[config.mk]
export PLATFORM = sky130hd
export DESIGN_NAME = traction_slip_drop_limiter
export DESIGN_NICKNAME = d
export VERILOG_FILES = /design/src/hw/rtl/tsdl_pkg.sv /design/src/hw/rtl/tsdl_div.sv /design/src/hw/rtl/tsdl_mul.sv /design/src/hw/rtl/traction_slip_drop_limiter.sv
export SDC_FILE = /design/constraint.sdc
export NUM_CORES = 2
export LEC_CHECK = 0
export BUFFER_PORTS_ARGS = -buffer_cell sky130_fd_sc_hd__buf_4
export CORE_UTILIZATION = 45
export CTS_CLUSTER_SIZE = 20
export DETAILED_ROUTE_END_ITERATION = 6
export GPL_TIMING_DRIVEN = 0
export PLACE_DENSITY_LB_ADDON = 0.3
export SYNTH_ARGS = -nofsm -noshare
export SYNTH_HDL_FRONTEND = slang
export SYNTH_HIERARCHICAL = 1
export SYNTH_SLANG_ARGS = --single-unit
[constraint.sdc]
create_clock -name clk -period 11.5 [get_ports clk]
set_input_delay 2.3 -clock clk [delete_from_list [all_inputs] [get_ports clk]]
set_output_delay 2.3 -clock clk [all_outputs]
set_load 0.01 [all_outputs]
[src/hw/rtl/tsdl_pkg.sv]
// ---------------------------------------------------------------------------
// tsdl_pkg: shared types and constants of the traction slip/drop limiter
// Payload structs, register map codes, Q1.15 constants and the control and
// status bundles between the sequencer and the iterative divider.
// ---------------------------------------------------------------------------
package tsdl_pkg;

    // Q1.15 unity and rounding half
    localparam logic [15:0] ONE_Q15  = 16'd32768;
    localparam logic [30:0] HALF_Q15 = 31'd16384;

    // Quotient bits delivered by the divider (factors stay below 1.0)
    localparam int unsigned DIV_STEPS = 15;
    localparam int unsigned DIV_CNT_W = $clog2(DIV_STEPS + 1);

    // Shared multiplier operand widths
    localparam int unsigned MUL_A_W = 31;
    localparam int unsigned MUL_B_W = 16;
    localparam int unsigned MUL_P_W = MUL_A_W + MUL_B_W;

    // Register map, word index = paddr[4:2]
    localparam int unsigned PADDR_W = 5;
    localparam logic [2:0] REG_SLIP_THRESHOLD = 3'd0;
    localparam logic [2:0] REG_SLIP_STRENGTH  = 3'd1;
    localparam logic [2:0] REG_DROP_THRESHOLD = 3'd2;
    localparam logic [2:0] REG_DROP_STRENGTH  = 3'd3;
    localparam logic [2:0] REG_DECAY_ALPHA    = 3'd4;

    // Reset values of the configuration registers
    localparam logic [14:0] SLIP_THRESHOLD_RST = 15'd1280;
    localparam logic [15:0] SLIP_STRENGTH_RST  = 16'd32768;
    localparam logic [14:0] DROP_THRESHOLD_RST = 15'd2560;
    localparam logic [15:0] DROP_STRENGTH_RST  = 16'd32768;
    localparam logic [15:0] DECAY_ALPHA_RST    = 16'd328;

    typedef struct packed {
        logic signed [15:0] wheel_acc;
        logic signed [15:0] board_acc;
        logic        [14:0] accel_magnitude;
    } sample_t;

    typedef struct packed {
        logic [15:0] slip_level;
        logic [15:0] drop_level;
        logic [15:0] current_gain;
        logic [15:0] release_level;
    } result_t;

    // Sequencer to divider
    typedef struct packed {
        logic        start;
        logic [15:0] rem_init;
        logic [15:0] divisor;
    } div_ctrl_t;

    // Divider to sequencer
    typedef struct packed {
        logic busy;
        logic done;
    } div_stat_t;

    // Clamp a Q1.15 value at 1.0
    function automatic logic [15:0] sat_one(input logic [15:0] v);
        return (v > ONE_Q15) ? ONE_Q15 : v;
    endfunction

endpackage

[src/hw/rtl/tsdl_div.sv]
// ---------------------------------------------------------------------------
// tsdl_div: iterative restoring divider
// Produces floor((rem_init << 15) / divisor), one quotient bit per cycle,
// for rem_init < divisor.
// ---------------------------------------------------------------------------
module tsdl_div (
    input  logic               clk,
    input  logic               rst_n,
    input  tsdl_pkg::div_ctrl_t ctrl,
    output tsdl_pkg::div_stat_t stat,
    output logic [14:0]        quotient
);
    import tsdl_pkg::*;

    logic [15:0]          rem_reg, rem_next;
    logic [15:0]          divisor_reg, divisor_next;
    logic [14:0]          quo_reg, quo_next;
    logic [DIV_CNT_W-1:0] cnt_reg, cnt_next;
    logic                 busy_reg, busy_next;
    logic                 done_reg, done_next;

    logic [16:0] shifted;
    logic [16:0] trial;
    logic        fits;

    // One shared compare-and-subtract per cycle
    assign shifted = {rem_reg, 1'b0};
    assign trial   = shifted - {1'b0, divisor_reg};
    assign fits    = (shifted >= {1'b0, divisor_reg});

    always_comb
    begin
        rem_next     = rem_reg;
        divisor_next = divisor_reg;
        quo_next     = quo_reg;
        cnt_next     = cnt_reg;
        busy_next    = busy_reg;
        done_next    = 1'b0;
        if (ctrl.start)
        begin
            rem_next     = ctrl.rem_init;
            divisor_next = ctrl.divisor;
            quo_next     = '0;
            cnt_next     = DIV_CNT_W'(DIV_STEPS);
            busy_next    = 1'b1;
        end
        else if (busy_reg)
        begin
            rem_next = fits ? trial[15:0] : shifted[15:0];
            quo_next = {quo_reg[13:0], fits};
            cnt_next = cnt_reg - 1'b1;
            if (cnt_reg == DIV_CNT_W'(1))
            begin
                busy_next = 1'b0;
                done_next = 1'b1;
            end
        end
    end

    always_ff @(posedge clk or negedge rst_n)
    begin
        if (!rst_n)
        begin
            cnt_reg  <= '0;
            busy_reg <= 1'b0;
            done_reg <= 1'b0;
        end
        else
        begin
            cnt_reg  <= cnt_next;
            busy_reg <= busy_next;
            done_reg <= done_next;
        end
    end

    always_ff @(posedge clk)
    begin
        rem_reg     <= rem_next;
        divisor_reg <= divisor_next;
        quo_reg     <= quo_next;
    end

    assign stat.busy = busy_reg;
    assign stat.done = done_reg;
    assign quotient  = quo_reg;

endmodule

[src/hw/rtl/tsdl_mul.sv]
// ---------------------------------------------------------------------------
// tsdl_mul: shared registered multiplier
// Unsigned 31 x 16 product, loaded when issue is high, held otherwise.
// ---------------------------------------------------------------------------
module tsdl_mul (
    input  logic                          clk,
    input  logic                          issue,
    input  logic [tsdl_pkg::MUL_A_W-1:0]  a,
    input  logic [tsdl_pkg::MUL_B_W-1:0]  b,
    output logic [tsdl_pkg::MUL_P_W-1:0]  p
);
    import tsdl_pkg::*;

    logic [MUL_P_W-1:0] p_reg, p_next;

    always_comb
    begin
        p_next = p_reg;
        if (issue)
        begin
            p_next = MUL_P_W'(a) * MUL_P_W'(b);
        end
    end

    always_ff @(posedge clk)
    begin
        p_reg <= p_next;
    end

    assign p = p_reg;

endmodule

[src/hw/rtl/traction_slip_drop_limiter.sv]
// ---------------------------------------------------------------------------
// traction_slip_drop_limiter: slip and free-fall current limiter
// Maps wheel/board acceleration mismatch and acceleration magnitude to
// Q1.15 slip and drop factors, a combined current gain and a soft-release
// level, using one iterative divider and one shared multiplier.
// ---------------------------------------------------------------------------
// Usage:
//   sample channel (sample_valid / sample_stall / sample) carries one control
//   sample; a transfer happens when valid is high and stall is low.
//   result channel (result_valid / result_stall / result) returns exactly one
//   result per sample, in order.
//   Each factor that needs a division runs 15 steps plus handoff on the
//   shared divider; after that, five multiplications go one per cycle
//   through the shared multiplier.
//   The user must write configuration over the APB port only while the
//   block is idle; the block itself does not enforce this.
//   sample_stall is high from the cycle after a transfer until the result is
//   loaded into the output register, so one sample is in flight at a time.
//   The output register parts the two channels: a new sample is taken while
//   a finished result still waits. A stalled result holds its value; the
//   next result waits in the sequencer until the output register frees up.
//   Reset returns the configuration registers to their defaults and clears
//   the soft-release level; no clearing pass is needed.
// ---------------------------------------------------------------------------
module traction_slip_drop_limiter (
    input  logic                          clk,
    input  logic                          rst_n,
    // sample channel
    input  logic                          sample_valid,
    output logic                          sample_stall,
    input  tsdl_pkg::sample_t             sample,
    // result channel
    output logic                          result_valid,
    input  logic                          result_stall,
    output tsdl_pkg::result_t             result,
    // configuration port
    input  logic                          psel,
    input  logic                          penable,
    input  logic                          pwrite,
    input  logic [tsdl_pkg::PADDR_W-1:0]  paddr,
    input  logic [31:0]                   pwdata,
    output logic [31:0]                   prdata,
    output logic                          pready
);
    import tsdl_pkg::*;

    // Sequencer states
    localparam logic [3:0] ST_IDLE = 4'd0;
    localparam logic [3:0] ST_SLIP = 4'd1;
    localparam logic [3:0] ST_SDIV = 4'd2;
    localparam logic [3:0] ST_DROP = 4'd3;
    localparam logic [3:0] ST_RDIV = 4'd4;
    localparam logic [3:0] ST_M1   = 4'd5;
    localparam logic [3:0] ST_M2   = 4'd6;
    localparam logic [3:0] ST_M3   = 4'd7;
    localparam logic [3:0] ST_M4   = 4'd8;
    localparam logic [3:0] ST_M5   = 4'd9;
    localparam logic [3:0] ST_M6   = 4'd10;
    localparam logic [3:0] ST_DONE = 4'd11;

    // -----------------------------------------------------------------------
    // Configuration registers
    // -----------------------------------------------------------------------
    logic [14:0] slip_threshold_reg, slip_threshold_next;
    logic [15:0] slip_strength_reg,  slip_strength_next;
    logic [14:0] drop_threshold_reg, drop_threshold_next;
    logic [15:0] drop_strength_reg,  drop_strength_next;
    logic [15:0] decay_alpha_reg,    decay_alpha_next;

    logic       cfg_write;
    logic [2:0] cfg_index;

    assign pready    = 1'b1;
    assign cfg_write = psel && penable && pwrite && pready;
    assign cfg_index = paddr[4:2];

    // Decode the write; indexes past the map are dropped
    always_comb
    begin
        slip_threshold_next = slip_threshold_reg;
        slip_strength_next  = slip_strength_reg;
        drop_threshold_next = drop_threshold_reg;
        drop_strength_next  = drop_strength_reg;
        decay_alpha_next    = decay_alpha_reg;
        if (cfg_write)
        begin
            unique case (cfg_index)
                REG_SLIP_THRESHOLD: slip_threshold_next = pwdata[14:0];
                REG_SLIP_STRENGTH:  slip_strength_next  = pwdata[15:0];
                REG_DROP_THRESHOLD: drop_threshold_next = pwdata[14:0];
                REG_DROP_STRENGTH:  drop_strength_next  = pwdata[15:0];
                REG_DECAY_ALPHA:    decay_alpha_next    = pwdata[15:0];
                default:            ;
            endcase
        end
    end

    // Read back the addressed register
    always_comb
    begin
        unique case (cfg_index)
            REG_SLIP_THRESHOLD: prdata = {17'd0, slip_threshold_reg};
            REG_SLIP_STRENGTH:  prdata = {16'd0, slip_strength_reg};
            REG_DROP_THRESHOLD: prdata = {17'd0, drop_threshold_reg};
            REG_DROP_STRENGTH:  prdata = {16'd0, drop_strength_reg};
            REG_DECAY_ALPHA:    prdata = {16'd0, decay_alpha_reg};
            default:            prdata = '0;
        endcase
    end

    // -----------------------------------------------------------------------
    // Shared units
    // -----------------------------------------------------------------------
    div_ctrl_t          div_ctrl;
    div_stat_t          div_stat;
    logic [14:0]        div_quotient;

    logic               mul_issue;
    logic [MUL_A_W-1:0] mul_a;
    logic [MUL_B_W-1:0] mul_b;
    logic [MUL_P_W-1:0] mul_p;

    tsdl_div u_div (
        .clk      (clk),
        .rst_n    (rst_n),
        .ctrl     (div_ctrl),
        .stat     (div_stat),
        .quotient (div_quotient)
    );

    tsdl_mul u_mul (
        .clk   (clk),
        .issue (mul_issue),
        .a     (mul_a),
        .b     (mul_b),
        .p     (mul_p)
    );

    // -----------------------------------------------------------------------
    // Sequencer and working registers
    // -----------------------------------------------------------------------
    logic [3:0]  state_reg, state_next;
    logic [15:0] soft_release_reg, soft_release_next;
    logic        result_valid_reg, result_valid_next;
    result_t     result_reg, result_next;

    logic [16:0] absd_reg, absd_next;
    logic [15:0] mag2_reg, mag2_next;
    logic [15:0] s_reg, s_next;
    logic [15:0] d_reg, d_next;
    logic [15:0] slip_scale_reg, slip_scale_next;
    logic [15:0] drop_scale_reg, drop_scale_next;
    logic [15:0] gain_reg, gain_next;

    logic        sample_xfer;
    logic        result_free;
    logic [16:0] diff;
    logic [16:0] slip_excess;
    logic [16:0] drop_excess;
    logic [15:0] drop_span;
    logic [15:0] s_loss;
    logic [15:0] d_loss;
    logic [15:0] release_gap;
    logic [30:0] release_sum;

    assign sample_stall = (state_reg != ST_IDLE);
    assign sample_xfer  = sample_valid && !sample_stall;
    assign result_free  = !result_valid_reg || !result_stall;

    assign diff        = {sample.wheel_acc[15], sample.wheel_acc}
                       - {sample.board_acc[15], sample.board_acc};
    assign slip_excess = absd_reg - {2'b00, slip_threshold_reg};
    assign drop_excess = {1'b0, mag2_reg} - {2'b00, drop_threshold_reg};
    assign drop_span   = {drop_threshold_reg, 1'b0};
    assign s_loss      = ONE_Q15 - sat_one(slip_strength_reg);
    assign d_loss      = ONE_Q15 - sat_one(drop_strength_reg);
    assign release_gap = soft_release_reg - s_reg;
    assign release_sum = mul_p[30:0] + HALF_Q15;

    always_comb
    begin
        state_next        = state_reg;
        soft_release_next = soft_release_reg;
        result_valid_next = result_valid_reg;
        result_next       = result_reg;
        absd_next         = absd_reg;
        mag2_next         = mag2_reg;
        s_next            = s_reg;
        d_next            = d_reg;
        slip_scale_next   = slip_scale_reg;
        drop_scale_next   = drop_scale_reg;
        gain_next         = gain_reg;
        div_ctrl          = '0;
        mul_issue         = 1'b0;
        mul_a             = '0;
        mul_b             = '0;

        // Retire a taken result
        if (result_valid_reg && !result_stall)
        begin
            result_valid_next = 1'b0;
        end

        unique case (state_reg)
            ST_IDLE:
            begin
                if (sample_xfer)
                begin
                    absd_next  = diff[16] ? (17'd0 - diff) : diff;
                    mag2_next  = {sample.accel_magnitude, 1'b0};
                    state_next = ST_SLIP;
                end
            end
            ST_SLIP:
            begin
                // Zero threshold or difference at twice it: full slip
                state_next = ST_DROP;
                if (slip_threshold_reg == '0)
                begin
                    s_next = ONE_Q15;
                end
                else if (absd_reg <= {2'b00, slip_threshold_reg})
                begin
                    s_next = '0;
                end
                else if (slip_excess >= {2'b00, slip_threshold_reg})
                begin
                    s_next = ONE_Q15;
                end
                else
                begin
                    div_ctrl.start    = 1'b1;
                    div_ctrl.rem_init = slip_excess[15:0];
                    div_ctrl.divisor  = {1'b0, slip_threshold_reg};
                    state_next        = ST_SDIV;
                end
            end
            ST_SDIV:
            begin
                if (div_stat.done)
                begin
                    s_next     = {1'b0, div_quotient};
                    state_next = ST_DROP;
                end
            end
            ST_DROP:
            begin
                // Zero threshold: no drop window, drop factor stays zero
                state_next = ST_M1;
                if (drop_threshold_reg == '0)
                begin
                    d_next = '0;
                end
                else if (mag2_reg <= {1'b0, drop_threshold_reg})
                begin
                    d_next = ONE_Q15;
                end
                else if (drop_excess >= {1'b0, drop_span})
                begin
                    d_next = '0;
                end
                else
                begin
                    div_ctrl.start    = 1'b1;
                    div_ctrl.rem_init = drop_excess[15:0];
                    div_ctrl.divisor  = drop_span;
                    state_next        = ST_RDIV;
                end
            end
            ST_RDIV:
            begin
                if (div_stat.done)
                begin
                    d_next     = ONE_Q15 - {1'b0, div_quotient};
                    state_next = ST_M1;
                end
            end
            ST_M1:
            begin
                mul_issue  = 1'b1;
                mul_a      = MUL_A_W'(s_loss);
                mul_b      = s_reg;
                state_next = ST_M2;
            end
            ST_M2:
            begin
                slip_scale_next = ONE_Q15 - mul_p[30:15];
                mul_issue       = 1'b1;
                mul_a           = MUL_A_W'(d_loss);
                mul_b           = d_reg;
                state_next      = ST_M3;
            end
            ST_M3:
            begin
                // Chain the drop loss through the slip factor
                mul_issue  = 1'b1;
                mul_a      = mul_p[MUL_A_W-1:0];
                mul_b      = s_reg;
                state_next = ST_M4;
            end
            ST_M4:
            begin
                drop_scale_next = ONE_Q15 - mul_p[45:30];
                mul_issue       = 1'b1;
                mul_a           = MUL_A_W'(release_gap);
                mul_b           = sat_one(decay_alpha_reg);
                state_next      = ST_M5;
            end
            ST_M5:
            begin
                // Jump up to the slip factor, else decay toward it
                if (s_reg > soft_release_reg)
                begin
                    soft_release_next = s_reg;
                end
                else
                begin
                    soft_release_next = soft_release_reg - release_sum[30:15];
                end
                mul_issue  = 1'b1;
                mul_a      = MUL_A_W'(slip_scale_reg);
                mul_b      = drop_scale_reg;
                state_next = ST_M6;
            end
            ST_M6:
            begin
                gain_next  = mul_p[30:15];
                state_next = ST_DONE;
            end
            ST_DONE:
            begin
                // Hold until the output register frees up
                if (result_free)
                begin
                    result_next.slip_level    = s_reg;
                    result_next.drop_level    = d_reg;
                    result_next.current_gain  = gain_reg;
                    result_next.release_level = soft_release_reg;
                    result_valid_next         = 1'b1;
                    state_next                = ST_IDLE;
                end
            end
            default:
            begin
                state_next = ST_IDLE;
            end
        endcase
    end

    always_ff @(posedge clk or negedge rst_n)
    begin
        if (!rst_n)
        begin
            state_reg          <= ST_IDLE;
            soft_release_reg   <= '0;
            result_valid_reg   <= 1'b0;
            slip_threshold_reg <= SLIP_THRESHOLD_RST;
            slip_strength_reg  <= SLIP_STRENGTH_RST;
            drop_threshold_reg <= DROP_THRESHOLD_RST;
            drop_strength_reg  <= DROP_STRENGTH_RST;
            decay_alpha_reg    <= DECAY_ALPHA_RST;
        end
        else
        begin
            state_reg          <= state_next;
            soft_release_reg   <= soft_release_next;
            result_valid_reg   <= result_valid_next;
            slip_threshold_reg <= slip_threshold_next;
            slip_strength_reg  <= slip_strength_next;
            drop_threshold_reg <= drop_threshold_next;
            drop_strength_reg  <= drop_strength_next;
            decay_alpha_reg    <= decay_alpha_next;
        end
    end

    // Payload registers, no reset needed
    always_ff @(posedge clk)
    begin
        result_reg     <= result_next;
        absd_reg       <= absd_next;
        mag2_reg       <= mag2_next;
        s_reg          <= s_next;
        d_reg          <= d_next;
        slip_scale_reg <= slip_scale_next;
        drop_scale_reg <= drop_scale_next;
        gain_reg       <= gain_next;
    end

    assign result_valid = result_valid_reg;
    assign result       = result_reg;

endmodule

==> results by group <==
Synth
  • Ys Warns: 6
  • Post-Syn Area: 0.0381 mm²
  • Syn Area/Cell: approximately 9.6 µm²
  • Cells after Synth: roughly 4,000

Critical path
  • CP Data Required Time: between 10 and 15 ns
  • Reg2Reg Depth: 30
  • CP Capture Type: flip-flop
  • R2R Path Start: drop_strength_reg[3]$_DFFE_PN0P_
  • Critical path's slowest cell: o21ai_0
  • Crit path largest cell delay: ~1.2 ns
  • Most used cell, CP: fa_1
  • WS Path Type: reg -> reg
  • Worst path arrival time: 10.89 ns
  • CP Buf/Inv Count: 5
  • CP Launch Type: flip-flop
  • Top delay family on crit path: adder cells
  • WP depth: 30
  • Crit-path max FO: 10
  • Critical Path Start: drop_strength_reg[3]$_DFFE_PN0P_

Cells and area
  • Final std cells w/o fill: 5,359
  • Nets: roughly 4,900
  • Layout cells sized above 1: 0.0860
  • Largest register FFs: 64
  • Area grow syn2layout: 10.9%
  • Filler Cells Inserted: about 7,800

Timing
  • FMAX: 0.0946 GHz
  • Final Max Tran Viols: 0
  • Final Hold Viols: 0
  • Final period util: 0.920
  • Worst Clk Skew: approximately 0.036 ns
  • Worst Max-Slew Pin Slew: about 1.5 ns
  • RSZ-0062 raised after global routing: false
  • Hold_ws: a little over 0.4 ns
  • Final setup violation count: 0
  • Setup_tns: 0 ns
  • Tmin final: 10.58 ns
  • Relative max-transition margin: 0.00328

Clock network
  • CTS Buf Count: 39
  • Post CTS Setup Buffer Count: 0
  • Resize count post-CTS: 0
  • CTS Root Cell: clkbuf_16
  • CTS Hold Bufs: 0
  • Clk buf depth: 3
  • CTS sink count: ~370
  • # H-tree levels: 2
  • CTS tree: built
  • CTS clk-pin slew, worst paths: around 0.060 ns
  • Clock insertion delay at the later pin of the skew report: between 0.5 and 0.6 ns

Pwr
  • Pwr dens: approximately 88 mW/mm²
  • Share of total power in combinational logic: 0.213
  • Share of total power in the clock network: 0.357
  • Peak supply drop: slightly above 0.1 mV
  • Cell Int Power: around 2.6 mW
  • Net Switching: between 1 and 1.5 mW
  • Pleak: between 15 and 20 nW
  • Switch share: 0.303
  • Seq pwr share: 0.431

Detailed routing
  • DR top layer: met5
  • WL/cell: 21.9 µm
  • Detailed Routing Iterations Pass 1: 6
  • Post-route ant nets: 0
  • Via count: between 30,000 and 40,000
  • Wire length on met3: 9910 µm
  • Detail Route met2 WL: ~54,000 µm
  • M1 WL: roughly 50,000 µm
  • DRT iter0 DRCs: approximately 2,800
  • DRC: 0
  • Vias/cell: around 5.6
  • Total wire length: 117,000 µm

Die
  • Core area: 0.0837 mm²
  • Row cnt: 106
  • Initial core utilization: 0.455
  • Die W: about 290 µm
  • Die area: 0.0858 mm²
  • Die Span Y: ~300 µm
  • Io pins: 190

Global routing
  • Largest net degree at the start of global routing: 67
  • First-pass GRT wire length: between 150,000 and 200,000 µm
  • Initial antenna violation count: 5
  • Grt total ovfl: 0
  • Vias in the first global route: roughly 30,000
  • Total GRT Usage: 0.274

Job
  • Max-cap violations: 1

Hold path
  • HP Start: gain_reg[10]$_DFFE_PP_
  • Hold path depth: 0
  • HP Class: reg -> reg

Placement
  • Hpwl dp: 94,900 µm
  • GP Congestion: ~0.96
  • Port-buffer cells: 154
  • Post-Place Cells: about 5,300

Run status
  • Status: complete, but fails checks
  • Failing checks: capacitance limit
placed cells by master, fill, tap and decap left out, drive strengths merged, types with 69 or more instances in the layout:
cell type and n:
xor2 70, buf 212, o21ai 161, nand3 69
inv 567, fa 410, clkbuf 205, a21oi 147
xnor2 124, and2 263, nor2 174, dfrtp 96
edfxtp 254, ha 252, nand2 465
worst register-to-register path: cells and delay by family (launching register included):
family	cells	cell delay (ns)
buf+inv	5	0.98
flops	1	0.49
simple gates	5	1.29
compound gates	10	3.43
fa+ha+maj	8	3.76
xor+xnor	2	0.35
metrics by stage:
stage / worst slack (ns) / power [mW] / instance area (µm²) / util
after global placement: 1.15 / 2.38 / 40700 / 0.487
after floorplan: 3.51 / 2.11 / 38200 / -
after global routing: 0.714 / 3.86 / 42300 / 0.505
after CTS: 1.19 / 3.72 / 42300 / 0.505
after detailed placement: 1.25 / 2.39 / 40900 / 0.489
final: 0.924 / 3.71 / 42300 / 0.505
final timing paths:
path	to	slack, ns
worst max-delay path	u_mul/p[45]$_DFFE_PP_	0.92
worst min-delay path	result[26]$_DFFE_PP_	0.41
worst max register to register	u_mul/p[45]$_DFFE_PP_	0.92
worst min register to register	result[26]$_DFFE_PP_	0.41
max in group asynchronous	drop_strength_reg[15]$_DFFE_PN1P_	9.12
min in group asynchronous	drop_threshold_reg[7]$_DFFE_PN0P_	1.64
routing by layer:
metal | track usage | up-vias
li1 | - | 13700
met1 | 0.378 | 15000
met2 | 0.438 | 1250
met3 | 0.0474 | 227
met4 | 0.0865 | 2
met5 | 0 | -
layout make-up:
cell class	instances	area, µm²	share of cell area
tap	1134	1420	0.0336
clock buffer	52	1120	0.0265
buffer	200	863	0.0204
clock inverter	19	220	0.00521
antenna	4	10.0	0.000237
multi-input combinational	2845	24600	0.583
timing repair buffer	165	1310	0.0311
sequential	374	10600	0.250
inverter	566	2120	0.0503
power by group through the flow:
stage          sequential, mW  clock (mW)  combinational, mW
6_report                 1.60        1.33              0.790
5_1_grt                  1.60        1.39              0.865
4_1_cts                  1.59        1.35              0.780
3_5_place_dp             1.62           0              0.774
3_3_place_gp             1.62           0              0.759
2_1_floorplan            1.57           0              0.534
(Power assumes the default switching activity.)
